$ cat src/design/hebp_pkg.sv
`default_nettype none

package hebp_pkg;

  // field widths fixed by the item formats
  localparam int BYTE_BITS = 8;
  localparam int OP_W      = 2;
  localparam int SYM_W     = 8;
  localparam int CODE_W    = 32;
  localparam int LEN_W     = 6;
  // byte count per item: at most four at the largest supported code length
  localparam int CNT_W     = 3;

  // parameter defaults
  localparam int MAX_CODE_LEN_DEF = 32;
  localparam int TABLE_DEPTH_DEF  = 256;

  // operation codes
  localparam logic [OP_W-1:0] OP_LOAD   = 2'd0;
  localparam logic [OP_W-1:0] OP_ENCODE = 2'd1;
  localparam logic [OP_W-1:0] OP_FLUSH  = 2'd2;

  typedef struct packed {
    logic [OP_W-1:0]   operation;
    logic [SYM_W-1:0]  symbol;
    logic [CODE_W-1:0] code_bits;
    logic [LEN_W-1:0]  code_length;
  } in_item_t;

  typedef struct packed {
    logic [BYTE_BITS-1:0] out_byte;
    logic                 last_of_run;
  } out_item_t;

  // table lookup result handed to the packer
  typedef struct packed {
    logic              hit;
    logic [CODE_W-1:0] code;
    logic [LEN_W-1:0]  len;
  } entry_t;

  // packer to byte emitter request
  typedef struct packed {
    logic             req;
    logic [CNT_W-1:0] count;
  } emit_ctl_t;

endpackage

`default_nettype wire

$ cat src/design/hebp_emit.sv
`default_nettype none

module hebp_emit #(
  parameter int WORD_W = hebp_pkg::MAX_CODE_LEN_DEF + hebp_pkg::BYTE_BITS
) (
  input  wire logic                  clk,
  input  wire logic                  rst_n,
  input  wire hebp_pkg::emit_ctl_t   emit_ctl,
  input  wire logic [WORD_W-1:0]     emit_word,
  input  wire logic                  out_ready,
  output logic                       out_valid,
  output hebp_pkg::out_item_t        out_data,
  output logic                       em_free
);

  localparam int BB = hebp_pkg::BYTE_BITS;

  logic                         em_v_r, em_v_nxt;
  logic [hebp_pkg::CNT_W-1:0]   cnt_r, cnt_nxt;
  logic [WORD_W-1:0]            word_r, word_nxt;
  logic                         last;

  assign last      = (cnt_r == hebp_pkg::CNT_W'(1));
  assign em_free   = !em_v_r || (out_ready && last);
  assign out_valid = em_v_r;
  assign out_data.out_byte    = word_r[WORD_W-1 -: BB];
  assign out_data.last_of_run = last;

  // load a new run, or shift out the next byte once the current one is taken
  always_comb begin
    em_v_nxt = em_v_r;
    cnt_nxt  = cnt_r;
    word_nxt = word_r;
    if (emit_ctl.req) begin
      em_v_nxt = 1'b1;
      cnt_nxt  = emit_ctl.count;
      word_nxt = emit_word;
    end else if (em_v_r && out_ready) begin
      if (last) begin
        em_v_nxt = 1'b0;
      end else begin
        cnt_nxt  = cnt_r - hebp_pkg::CNT_W'(1);
        word_nxt = word_r << BB;
      end
    end
  end

  always_ff @(posedge clk) begin
    if (!rst_n) begin
      em_v_r <= 1'b0;
      cnt_r  <= '0;
    end else begin
      em_v_r <= em_v_nxt;
      cnt_r  <= cnt_nxt;
    end
    word_r <= word_nxt;
  end

endmodule

`default_nettype wire

$ cat config.mk
export PLATFORM = sky130hd
export DESIGN_NAME = hebp_emit
export DESIGN_NICKNAME = d
export VERILOG_FILES = /design/src/design/hebp_pkg.sv /design/src/design/hebp_emit.sv
export SDC_FILE = /design/constraint.sdc
export NUM_CORES = 1
export LEC_CHECK = 0
export BUFFER_PORTS_ARGS = -buffer_cell sky130_fd_sc_hd__buf_2
export CORE_ASPECT_RATIO = 0.7
export CORE_UTILIZATION = 39
export DETAILED_ROUTE_END_ITERATION = 10
export GPL_TIMING_DRIVEN = 0
export PLACE_DENSITY = 0.72
export REMOVE_ABC_BUFFERS = 1
export SLEW_MARGIN = 20
export SYNTH_ARGS = -nofsm -noshare
export SYNTH_HDL_FRONTEND = slang
export SYNTH_SLANG_ARGS = --single-unit
$ cat constraint.sdc
create_clock -name clk -period 6.6 [get_ports clk]
set_clock_uncertainty 0.2 [all_clocks]
set_input_delay 0 -clock clk [delete_from_list [all_inputs] [get_ports clk]]
set_output_delay 0 -clock clk [all_outputs]
set_load 0.02 [all_outputs]
==> qor.yml <==
outcome:
  status: "finished clean"
power_and_ir_drop:
  p_switching_uw: 130.6
  vdd_drop_max_v: 0.0001428
  power.density_nw_per_um2: 210.5
  p_seq_share_pct: 57.5
  p_leak_nw: 1.132
  pwr-share-clk_pct: 26.1
  p_total_uw: 593.3
  combPwrFrac_pct: 16.4
  p_int_uw: 462.7
  switching_share_pct: 22.01
drt:
  wl_per_cell_um: 12.71
  vias: 1306
  routed_wl_um: 3698
  dr.pass1.iters: 4
  ant_nets: 0
  via_per_inst: 4.488
  drt_iter0_markers: 18
  drc: 0
floorplanning:
  fp.dieH_um: 61.12
  rows: 21
  design.core.area_um2: 4782
  io_pins: 58
  dieWidth_um: 86.45
  dieArea_um2: 5283
  start_util_pct: 40.71
sta:
  tns_ns: 0
  finalHoldViolCount: 0
  period_share_pct: 32.45
  drv_slew: 0
  rsz0062_at_grt: "false"
  setup_viol: 0
  worstMarginPinSlew_ns: 0.8604
  period_minus_slack_ns: 2.142
  slew_headroom_pct: 42.64
  max_freq_ghz: 0.4670
setup_path:
  cp-end-kind: "flop"
  cp-start-kind: "input port"
  worst_ep_required_time_ns: 6.63
  path_cells: "buf_2 > nand3_1 > dlygate4sd3_1 > o311ai_0 > dlygate4sd3_1"
  cp_slowest_cell: "buf_2"
  crit_top_cell: "dlygate4sd3_1"
  arrival_ns: 2.17
  crit_path_max_fanout: 44
  ff2ff_path_depth: 5
  crit_type: "input port to flop"
  slowest_delay_ns: 0.65
placement:
  gp_congestion: 0.7557
  port_buffers: 57
  dp_hpwl_um: 2276
global_route:
  gr-usage-all-layers_pct: 14.63
  grt_pass1_wl_um: 5706
  grt_pass1_vias: 1337
  grt_most_used_layer: "met2"
  antenna_found_initial: 0
  grt_use_met3_pct: 4.155
  met1_usage_pct: 16.41
  overflow: 0
  grtUsageMet2_pct: 26.42
  grt_max_degree: 45
cts:
  cts_buffer_depth: 2
  cts_tree: "built"
  cts_sinks: 44
  clk_pin_slew_worst_paths_ns: 0.07
  root_buffer: "clkbuf_8"
  cts_max_level: 2
  clkLatencyLatePin_ns: 0.29
  cts_buffers: 5
layout:
  multi_input_area_um2: 565.5
  final_util_pct: 58.95
  diodes: 0
  area_growth_pct: 44.79
  fillers: 396
  nets: 271
  final_common_cell: "buf_2"
  layout-drive-gt1-share_pct: 44.14
  final_cell_mix: "buf_2 (57), dlygate4sd3_1 (48), edfxtp_1 (40)"
  seq_area_um2: 1281
flow_run:
  cap_violations: 0
synth:
  syn_avg_cell_area_um2: 15.83
  synth_flop_cell: "edfxtp_1"
  netlist_area_um2: 1947
  ys_seq_area_share_pct: 65.81
  synth_edf_count: 40
  synth.distinct_cells: 22
  async_reset_ff_share_pct: 0
  synth_warnings: 0
  syn_inst: 123
  synth_seq_cells: 44
worst_hold_path:
  hold_path.class: "input port to flop"
  hold-path-cell-count: 4
## final timing paths
path | to | startpoint | slack (ns)
min reg2reg | word_r[25]$_DFFE_PP_ | word_r[17]$_DFFE_PP_ | 0.35
max | cnt_r[1]$_SDFFE_PN0P_ | emit_ctl[3] | 4.46
max reg2reg | word_r[19]$_DFFE_PP_ | cnt_r[1]$_SDFFE_PN0P_ | 4.47
min | cnt_r[0]$_SDFFE_PN0P_ | out_ready | 0.06
## layer usage
metal	vias up	part of all wire [%]
met3	14	5.7
met2	51	50
met5	-	0
met4	0	2.6
li1	643	-
met1	598	42
## flip-flops by register name, indices dropped and copies added (netlist names)
register   cells
word_r        40
cnt_r          3
out_valid      1
## cell usage after synthesis (all sizes together), types with 2 or more instances
master | instances | share of area [%]
nor2 | 2 | 0.39
edfxtp | 40 | 62
nand3 | 2 | 0.51
and2 | 8 | 2.6
nand2 | 2 | 0.39
ha | 2 | 1.3
mux2 | 32 | 19
dfxtp | 4 | 4.1
inv | 4 | 0.77
o21ai | 4 | 1.0
buf | 13 | 4.8
## stage by stage
step,instances,setup WS [ns],instance area [µm²],hold WS [ns]
6_report,291,4.458,2819,0.06098
5_1_grt,291,4.338,2819,0.07196
4_1_cts,291,4.454,2819,0.04606
3_5_place_dp,236,4.474,2261,0.08699
3_3_place_gp,235,1.325,2222,0.05687
2_1_floorplan,109,2.344,1851,-0.08221
## logic make-up (layout without fill, tap and decap cells)
kind of cell    after synthesis  in the layout  share of synthesized area [%]
fa+ha+maj                     2              2                          1.285
flops                        44             44                          65.81
buf+inv                      18            117                          5.719
compound gates               10             10                          3.278
simple gates                 16             16                          4.885
mux                          33             33                          19.02
## power by group through the flow
stage / combinational (mW) / sequential [mW] / clock [mW]
2_1_floorplan: 0.0340 / 0.354 / 0
3_3_place_gp: 0.0662 / 0.349 / 0
3_5_place_dp: 0.0745 / 0.348 / 0
4_1_cts: 0.0972 / 0.341 / 0.161
5_1_grt: 0.105 / 0.344 / 0.169
6_report: 0.0975 / 0.341 / 0.155
## worst max-delay path, delay by kind of cell
family	cells	cell delay, ns
compound gates	1	0.10
buf+inv	3	1.88
simple gates	1	0.17
## area by class of cell
type | count | area share, %
clock buffers | 6 | 2.574
flip-flops and latches | 44 | 45.45
inverters | 4 | 0.5326
multi-input cells | 61 | 20.06
repair buffers | 106 | 28.14
well taps | 69 | 3.063
clock inverters | 1 | 0.1775
## what timing repair did
item / CTS / global route
endpoints found under the hold margin: 44 / 0
setup buffers: 0 / 0
gates resized for setup: 0 / 0
hold buffers: 48 / 0
Note: power is estimated with default switching activity, not from simulation.
